### config.mk
export PLATFORM = sky130hd
export DESIGN_NAME = hangul_two_set_syllable_composer_unit
export DESIGN_NICKNAME = d
export VERILOG_FILES = /design/src/rtl/hsc_pkg.sv /design/src/rtl/hsc_compose.sv /design/src/rtl/hangul_two_set_syllable_composer_unit.sv
export SDC_FILE = /design/constraint.sdc
export NUM_CORES = 1
export LEC_CHECK = 0
export BUFFER_PORTS_ARGS = -buffer_cell sky130_fd_sc_hd__buf_2
export CAP_MARGIN = 0
export CORE_ASPECT_RATIO = 1.2
export CORE_MARGIN = 3
export CORE_UTILIZATION = 41
export CTS_CLUSTER_SIZE = 12
export DETAILED_ROUTE_END_ITERATION = 8
export GPL_TIMING_DRIVEN = 0
export PLACE_DENSITY = 0.54
export SYNTH_ARGS = -nofsm -noshare
export SYNTH_HDL_FRONTEND = slang
export SYNTH_SLANG_ARGS = --single-unit
export TNS_END_PERCENT = 20
### constraint.sdc
create_clock -name aclk -period 4.34 [get_ports aclk]
set_input_delay 0 -clock aclk [delete_from_list [all_inputs] [get_ports aclk]]
set_output_delay 0 -clock aclk [all_outputs]
set_load 0.01 [all_outputs]
### src/rtl/hsc_pkg.sv
// hsc_pkg: shared types, constants and lookup functions for the two-set
// hangul syllable composer. No dependencies.
`default_nettype none

package hsc_pkg;

    // composer stages
    localparam logic [2:0] STAGE_START   = 3'd0;
    localparam logic [2:0] STAGE_INITIAL = 3'd1;
    localparam logic [2:0] STAGE_VOWEL   = 3'd2;
    localparam logic [2:0] STAGE_CVOWEL  = 3'd3;
    localparam logic [2:0] STAGE_FINAL   = 3'd4;
    localparam logic [2:0] STAGE_CFINAL  = 3'd5;

    // result kinds
    localparam logic [1:0] KIND_PREEDIT = 2'd0;
    localparam logic [1:0] KIND_COMMIT  = 2'd1;
    localparam logic [1:0] KIND_REJECT  = 2'd2;

    localparam logic [15:0] FILL_CODE = 16'h8441;

    localparam logic [7:0] CONS_FIRST  = 8'h82;
    localparam logic [7:0] CONS_LAST   = 8'h94;
    localparam logic [7:0] VOWEL_FIRST = 8'hA3;
    localparam logic [7:0] VOWEL_LAST  = 8'hBD;

    // consonants that never stand as a final
    localparam logic [7:0] KEY_NO_FINAL_A = 8'h86;
    localparam logic [7:0] KEY_NO_FINAL_B = 8'h8A;
    localparam logic [7:0] KEY_NO_FINAL_C = 8'h8F;

    typedef struct packed {
        logic [2:0]  stage;
        logic [15:0] cur_code;
        logic [7:0]  last_key;
        logic [15:0] code_before_final;
    } comp_state_t;

    typedef struct packed {
        logic        reject;
        logic        commit;
        logic [15:0] commit_code;
    } step_info_t;

    function automatic logic key_in_range(input logic [7:0] key);
        key_in_range = ((key >= CONS_FIRST) && (key <= CONS_LAST)) ||
                       ((key >= VOWEL_FIRST) && (key <= VOWEL_LAST));
    endfunction

    // {hit, medial field}
    function automatic logic [5:0] vowel_pair(input logic [7:0] prev, input logic [7:0] key);
        case ({prev, key})
            16'hADA3: vowel_pair = {1'b1, 5'h0E};
            16'hADA4: vowel_pair = {1'b1, 5'h0F};
            16'hADBD: vowel_pair = {1'b1, 5'h12};
            16'hB4A7: vowel_pair = {1'b1, 5'h15};
            16'hB4AA: vowel_pair = {1'b1, 5'h16};
            16'hB4BD: vowel_pair = {1'b1, 5'h17};
            16'hBBBD: vowel_pair = {1'b1, 5'h1C};
            default:  vowel_pair = 6'd0;
        endcase
    endfunction

    // {hit, final field}
    function automatic logic [5:0] final_pair(input logic [7:0] prev, input logic [7:0] key);
        case ({prev, key})
            16'h828B: final_pair = {1'b1, 5'd4};
            16'h848E: final_pair = {1'b1, 5'd6};
            16'h8494: final_pair = {1'b1, 5'd7};
            16'h8782: final_pair = {1'b1, 5'd10};
            16'h8788: final_pair = {1'b1, 5'd11};
            16'h8789: final_pair = {1'b1, 5'd12};
            16'h878B: final_pair = {1'b1, 5'd13};
            16'h8792: final_pair = {1'b1, 5'd14};
            16'h8793: final_pair = {1'b1, 5'd15};
            16'h8794: final_pair = {1'b1, 5'd16};
            16'h898B: final_pair = {1'b1, 5'd20};
            default:  final_pair = 6'd0;
        endcase
    endfunction

    // final field for a consonant key
    function automatic logic [4:0] final_of_key(input logic [7:0] key);
        case (key)
            8'h82:   final_of_key = 5'd2;
            8'h83:   final_of_key = 5'd3;
            8'h84:   final_of_key = 5'd5;
            8'h85:   final_of_key = 5'd8;
            8'h87:   final_of_key = 5'd9;
            8'h88:   final_of_key = 5'd17;
            8'h89:   final_of_key = 5'd19;
            8'h8B:   final_of_key = 5'd21;
            8'h8C:   final_of_key = 5'd22;
            8'h8D:   final_of_key = 5'd23;
            8'h8E:   final_of_key = 5'd24;
            8'h90:   final_of_key = 5'd25;
            8'h91:   final_of_key = 5'd26;
            8'h92:   final_of_key = 5'd27;
            8'h93:   final_of_key = 5'd28;
            8'h94:   final_of_key = 5'd29;
            default: final_of_key = 5'd0;
        endcase
    endfunction

endpackage

`default_nettype wire

### src/rtl/hsc_compose.sv
// hsc_compose: next-state logic of the syllable automaton for one key,
// including commit and replay of leftover keys. Depends on hsc_pkg.
`default_nettype none

module hsc_compose (
    input  wire logic [7:0]          key,
    input  wire hsc_pkg::comp_state_t state_cur,
    output hsc_pkg::comp_state_t      state_nxt,
    output hsc_pkg::step_info_t       info
);

    logic        key_ok;
    logic        vowel;
    logic        can_final;
    logic [2:0]  st_eff;
    logic [7:0]  prev;
    logic [5:0]  vp;
    logic [5:0]  fp;
    logic [15:0] start_code;
    logic [15:0] carry_code;
    logic        extend;
    logic        handoff;
    logic [2:0]  ext_stage;
    logic [15:0] ext_code;

    always_comb begin
        key_ok    = hsc_pkg::key_in_range(key);
        vowel     = (key[6:5] == 2'b01);
        can_final = !vowel && (key != hsc_pkg::KEY_NO_FINAL_A) &&
                    (key != hsc_pkg::KEY_NO_FINAL_B) && (key != hsc_pkg::KEY_NO_FINAL_C);
        if ((state_cur.stage >= hsc_pkg::STAGE_INITIAL) &&
            (state_cur.stage <= hsc_pkg::STAGE_CFINAL)) begin
            st_eff = state_cur.stage;
        end else begin
            st_eff = hsc_pkg::STAGE_START;
        end
        prev = (st_eff == hsc_pkg::STAGE_START) ? 8'd0 : state_cur.last_key;
        vp   = hsc_pkg::vowel_pair(prev, key);
        fp   = hsc_pkg::final_pair(prev, key);

        // key placed into a fresh fill syllable
        if (vowel) begin
            start_code = {hsc_pkg::FILL_CODE[15:10], key[4:0], hsc_pkg::FILL_CODE[4:0]};
        end else begin
            start_code = {hsc_pkg::FILL_CODE[15], key[4:0], hsc_pkg::FILL_CODE[9:0]};
        end
        // previous final consonant moved to the initial of a fresh syllable
        carry_code = {hsc_pkg::FILL_CODE[15], state_cur.last_key[4:0],
                      hsc_pkg::FILL_CODE[9:0]};

        extend    = 1'b0;
        handoff   = 1'b0;
        ext_stage = hsc_pkg::STAGE_START;
        ext_code  = state_cur.cur_code;

        case (st_eff)
            hsc_pkg::STAGE_INITIAL: begin
                if (vowel) begin
                    extend    = 1'b1;
                    ext_stage = hsc_pkg::STAGE_VOWEL;
                    ext_code  = {state_cur.cur_code[15:10], key[4:0], state_cur.cur_code[4:0]};
                end
            end
            hsc_pkg::STAGE_VOWEL: begin
                if (can_final) begin
                    extend    = 1'b1;
                    ext_stage = hsc_pkg::STAGE_FINAL;
                    ext_code  = {state_cur.cur_code[15:5], hsc_pkg::final_of_key(key)};
                end else if (vp[5]) begin
                    extend    = 1'b1;
                    ext_stage = hsc_pkg::STAGE_CVOWEL;
                    ext_code  = {state_cur.cur_code[15:10], vp[4:0], state_cur.cur_code[4:0]};
                end
            end
            hsc_pkg::STAGE_CVOWEL: begin
                if (can_final) begin
                    extend    = 1'b1;
                    ext_stage = hsc_pkg::STAGE_FINAL;
                    ext_code  = {state_cur.cur_code[15:5], hsc_pkg::final_of_key(key)};
                end
            end
            hsc_pkg::STAGE_FINAL: begin
                if (!vowel && fp[5]) begin
                    extend    = 1'b1;
                    ext_stage = hsc_pkg::STAGE_CFINAL;
                    ext_code  = {state_cur.cur_code[15:5], fp[4:0]};
                end else if (vowel) begin
                    handoff = 1'b1;
                end
            end
            hsc_pkg::STAGE_CFINAL: begin
                handoff = vowel;
            end
            default: begin
                extend    = 1'b1;
                ext_stage = vowel ? hsc_pkg::STAGE_VOWEL : hsc_pkg::STAGE_INITIAL;
                ext_code  = start_code;
            end
        endcase

        state_nxt = state_cur;
        if (key_ok) begin
            state_nxt.last_key = key;
            if (extend) begin
                state_nxt.stage             = ext_stage;
                state_nxt.cur_code          = ext_code;
                state_nxt.code_before_final = (st_eff == hsc_pkg::STAGE_START) ?
                                              hsc_pkg::FILL_CODE : state_cur.cur_code;
            end else if (handoff) begin
                state_nxt.stage             = hsc_pkg::STAGE_VOWEL;
                state_nxt.cur_code          = {carry_code[15:10], key[4:0], carry_code[4:0]};
                state_nxt.code_before_final = carry_code;
            end else begin
                state_nxt.stage             = vowel ? hsc_pkg::STAGE_VOWEL :
                                                      hsc_pkg::STAGE_INITIAL;
                state_nxt.cur_code          = start_code;
                state_nxt.code_before_final = hsc_pkg::FILL_CODE;
            end
        end

        info.reject      = !key_ok;
        info.commit      = key_ok && !extend;
        info.commit_code = handoff ? state_cur.code_before_final : state_cur.cur_code;
    end

endmodule

`default_nettype wire

### src/rtl/hangul_two_set_syllable_composer_unit.sv
// hangul_two_set_syllable_composer_unit: top level with key register, automaton
// state and result register. Depends on hsc_pkg and hsc_compose.
//
//   channel   ports                                       direction
//   input     s_valid s_ready s_key_code                  key in
//   result    m_valid m_ready m_kind m_syllable m_last_of_run  results out
//
// the result register loads straight from the key register; a key giving only a
// preedit (or a reject) leaves as its one result loads, a key that commits stays
// for a second load because its two results share the one result register
// aresetn is synchronous, active low: stage start, fill syllable, no results held
// a stalled result register holds the key register; a new key is still taken
// in the cycle the held key leaves
`default_nettype none

module hangul_two_set_syllable_composer_unit (
    input  wire logic        aclk,
    input  wire logic        aresetn,
    input  wire logic        s_valid,
    output logic             s_ready,
    input  wire logic [7:0]  s_key_code,
    output logic             m_valid,
    input  wire logic        m_ready,
    output logic [1:0]       m_kind,
    output logic [15:0]      m_syllable,
    output logic             m_last_of_run
);

    logic                 key_valid_reg;
    logic [7:0]           key_reg;
    logic                 phase_reg;
    hsc_pkg::comp_state_t state_reg;
    hsc_pkg::comp_state_t state_next;
    hsc_pkg::step_info_t  info;

    logic        out_valid_reg;
    logic [1:0]  out_kind_reg;
    logic [15:0] out_syl_reg;
    logic        out_last_reg;
    logic [1:0]  out_kind_next;
    logic [15:0] out_syl_next;
    logic        out_last_next;

    logic out_load;
    logic finish;

    hsc_compose u_compose (
        .key       (key_reg),
        .state_cur (state_reg),
        .state_nxt (state_next),
        .info      (info)
    );

    assign out_load = key_valid_reg && (!out_valid_reg || m_ready);
    // the key leaves once its last result is loaded
    assign finish   = out_load && (phase_reg || !info.commit);
    assign s_ready  = !key_valid_reg || finish;

    always_comb begin
        if (info.reject) begin
            out_kind_next = hsc_pkg::KIND_REJECT;
            out_syl_next  = 16'd0;
            out_last_next = 1'b1;
        end else if (info.commit && !phase_reg) begin
            out_kind_next = hsc_pkg::KIND_COMMIT;
            out_syl_next  = info.commit_code;
            out_last_next = 1'b0;
        end else begin
            out_kind_next = hsc_pkg::KIND_PREEDIT;
            out_syl_next  = state_next.cur_code;
            out_last_next = 1'b1;
        end
    end

    always_ff @(posedge aclk) begin
        if (!aresetn) begin
            key_valid_reg <= 1'b0;
            phase_reg     <= 1'b0;
            out_valid_reg <= 1'b0;
            state_reg     <= '{stage: hsc_pkg::STAGE_START, cur_code: hsc_pkg::FILL_CODE,
                               last_key: 8'd0, code_before_final: hsc_pkg::FILL_CODE};
        end else begin
            if (s_valid && s_ready) begin
                key_valid_reg <= 1'b1;
            end else if (finish) begin
                key_valid_reg <= 1'b0;
            end
            if (out_load) begin
                phase_reg <= !phase_reg && info.commit;
            end
            if (out_load) begin
                out_valid_reg <= 1'b1;
            end else if (m_ready) begin
                out_valid_reg <= 1'b0;
            end
            if (finish) begin
                state_reg <= state_next;
            end
        end
    end

    always_ff @(posedge aclk) begin
        if (s_valid && s_ready) begin
            key_reg <= s_key_code;
        end
        if (out_load) begin
            out_kind_reg <= out_kind_next;
            out_syl_reg  <= out_syl_next;
            out_last_reg <= out_last_next;
        end
    end

    assign m_valid       = out_valid_reg;
    assign m_kind        = out_kind_reg;
    assign m_syllable    = out_syl_reg;
    assign m_last_of_run = out_last_reg;

endmodule

`default_nettype wire

==> results.md <==
- The path with the worst hold slack has its endpoint at key_reg[3].
- The reg2reg setup slack is 0.91 ns.
- Fill cells in the final layout number 990.
- Net switching is 26.7% of the power.
- The most common flop cell mapped by yosys is dfxtp_1.
- OpenSTA, run right after detailed placement, puts the worst setup slack at 0.954 ns.
- The layout overhead on the synthesized area is 16.3%.
- The number of flip-flops under the largest register name is 43.
- The signal on the critical path passes through buf_2 -> nor3b_1 -> o2111ai_1 -> o22ai_1 -> o21bai_1 -> and3_1 -> and3b_1 -> clkbuf_1 -> o21ai_1 -> and2_1.
- Cells fill 49.2% of the core in the end.
- The worst setup path is captured at a flop.
- The number of vias per cell is 6.06.
- TritonCTS built the clock tree.
- For this design, the slowest cell found on the critical path is edfxtp_1.
- The standby leakage power is 1.76 nW.
- The instance count of the mapped netlist is 494.
- The tool flagged a number of max-cap violations equal to 0.
- The critical path startpoint is key_reg[1].
- Total power for the finished layout comes to 1.63 mW.
- 0 antenna diodes ended up in the layout.
- The total die area is 0.0116 mm2.
- The tightest min-delay check is of the in -> reg type.
- The number of buffers created by CTS is 9.
- The number of nets handed over by synthesis was 506.
- The leading area contributor after synthesis is dfxtp_1.
- The pin slew with the least headroom to its limit is 0.783 ns.
- In this run the most critical hold path is launched from s_key_code[3].
- The most common cell in the synthesized netlist is nand2_1.
- Entering global routing, the biggest net connects 21 pins.
- The sequential cell area is 0.00173 mm2.
- The first TritonRoute pass finished after 5 iterations.
- The largest stage delay on the critical path is 0.42 ns.
- The starting utilization of the core area is 42.3%.
- The flip-flop and latch count after synthesis is 73.
- The via count of the first global-routing pass is 3946.
- The maximum count of clock buffers along a single path is 2.
- The synthesized design contains 27 enable-type register cells.
- The mean instance size in the synthesized netlist is 8.61 um2.
- The setup violation total in the final timing report is 0.
- The root buffer cell chosen for the clock tree is clkbuf_16.
- IR analysis of the VDD net gives a maximum drop of 155 uV.
- The endpoint of the worst-slack reg-to-reg timing path is key_reg[1].
- Once detailed placement completed, the half-perimeter wirelength came to 9980 um.
- After global routing the overflow that remains totals 0.
- After synthesis, the share of flip-flops with an asynchronous set or reset is 0%.
- The detail route stage leaves a number of antenna-violating nets equal to 0.
- The number of buffers and inverters on the critical path is 2.
- Setup repair after global routing left no endpoint under its margin.
- The final critical-path required period is 3.43 ns.
- STA puts the critical path data required time at 4.34 ns.
- The path depth of the worst reg2reg path is 10.
- The internal power contribution is 1.19 mW.
- In this run the post-CTS setup repair buffer count came out at 0.
- The worst clock skew on the final layout is 0.00532 ns.
- The cell family contributing the most delay on the critical path is simple AND/OR/NAND/NOR gates.
- The tightest hold path in the finished design has a slack of 0.369 ns.
- The share of power burned in combinational logic is 12.0%.
- After synthesis, flip-flops and latches occupy 40.7% of the total area.
- Cells with a size suffix above 1 make up 14.5% of the layout.
- The portion of total power attributed to sequential cells is 46.3%.
- The wire length after detailed routing is 13700 um.
- The count of buffers inserted at the top-level ports is 32.
- STA classifies the critical path startpoint as a flop.
- Summed over all nets, the switching power comes to 434 uW.
- Per report_power, the clock group accounts for 41.6% of the total.
- In the final layout, the multi-input gates occupy 0.00229 mm2.
- The top achievable clock speed is 292 MHz.
- For this block, the initial DRC count from the detailed router was 338.
- The synthesized netlist occupies a cell area of 0.00425 mm2.
- Along the worst path, the maximum fanout reaches 10.
- The floorplan has 40 rows.
- The final RePlAce weighted congestion is 0.969.
- The total negative slack for setup checks is 0 ns.
- Ranked by total cell area, the synthesized netlist is headed by dfxtp_1 (22%), edfxtp_1 (19%), nand2_1 (5.1%), a21oi_1 (5.1%), nor2_1 (3.3%).
- The worst-case setup margin in the final layout is 0.910 ns.
- The CTS sink count is 73.
- The worst hold path was traced through 2 stages.
- The flow ran to the end, and the final reports show no timing, DRC or antenna violations.
- The detail-routed net length per standard cell is 20.2 um.
- The insertion delay to the later sink of the worst-skew pair is 0.34 ns.
- The routed layout has 4114 vias.
- The start of the worst register-to-register path is key_reg[1].
- The net count reported at finish is 560.
- The count of final hold-check violations is 0.
- Yosys mapped the design onto 71 distinct sky130hd cell types.
- The Yosys step of the flow raised 0 warnings.
- In this run the tightest slew margin relative to its limit is 47.7%.
- STA puts the critical path data arrival time at 3.43 ns.
- The type of the worst setup path is reg -> reg.
- The power per cell area is 329 mW/mm2.
- The clock edge transition at the registers on the reported setup and hold paths is 0.06 ns.
- The die is 99.0 um wide.
- The number of antenna violations at the first check in global routing was 0.
- The count of final max-slew check failures is 0.
- The DRC violation count after routing is 0.
- Across every metal layer, demand over resource in global routing totals 23.9%.
- The die height is 118 um.
- The H-tree generated during clock tree synthesis spans 3 levels.
- The I/O pin count is 33.
- The region available for standard cell placement spans 0.0101 mm2.
- The part of the cycle the worst path needs is 79.0%.
- The synthesized design devotes to its leading area cell type 21.7% of total area.
- The wire length of the first global-routing pass is 21900 um.
- By count the netlist is led by nand2_1 (58), dfxtp_1 (46), a21oi_1 (43), nor2_1 (37), edfxtp_1 (27).
[how the worst max path moves through the flow]
stage	depth (start not counted)	endpoint
global placement	10	key_reg[0]
floorplan	10	key_reg[0]
detailed placement	10	key_reg[1]
global route	10	key_reg[1]
CTS	10	key_reg[4]
finish	10	key_reg[1]
[routing by layer]
metal / vias to the layer above / global-route usage, % / share of wire [%]
met2: 162 / 38.2 / 48
met1: 1959 / 32.3 / 44
met3: 24 / 4.15 / 5.6
met5: - / 0 / 0
li1: 1969 / - / -
met4: 0 / 8.37 / 2.1
[power by group through the flow]
stage | clock [mW] | sequential [mW] | combinational (mW)
after CTS | 0.692 | 0.753 | 0.193
after global routing | 0.725 | 0.756 | 0.213
final | 0.677 | 0.753 | 0.196
after detailed placement | 0 | 0.767 | 0.185
after floorplan | 0 | 0.769 | 0.119
after global placement | 0 | 0.767 | 0.185
[metrics by stage]
stage          instances  instance area (um2)
2_1_floorplan        494                 4250
3_3_place_gp         652                 4570
3_5_place_dp         652                 4570
4_1_cts              679                 4950
5_1_grt              679                 4950
6_report             679                 4950
[cells by family after synthesis]
logic type	count (synthesis)	share of synthesized area, %
AND/OR/NAND/NOR	196	24.8
AO/OA/AOI/OAI	163	26.3
flip-flops	73	40.7
buffers and inverters	50	5.32
multiplexers	11	2.71
XOR/XNOR	1	0.206
[area by class of cell]
class	instances	area share (%)
plain buffers	37	3.59
clock buffers	11	4.71
clock inverters	5	0.658
inverters	13	0.987
multi-input cells	371	46.4
flip-flops and latches	73	35.0
well taps	126	3.19
repair buffers	43	5.46
[timing repair]
action,in CTS,in global routing
endpoints found under the setup margin,0,0
hold buffers,11,0
endpoints found under the hold margin,12,0
resized for setup,0,0
[cell usage in the layout, fill, tap and decap left out, drive strengths merged, types with 11 or more instances in the layout]
cell,Yosys,final
nand2,58,58
o21ai,24,24
inv,12,12
buf,24,56
dfxtp,46,46
nor2,37,37
edfxtp,27,27
a21oi,43,43
nand3,17,17
clkbuf,13,24
a211oi,12,12
nor2b,14,14
dlygate4sd3,0,11
Note: power is estimated with default switching activity, not from simulation.
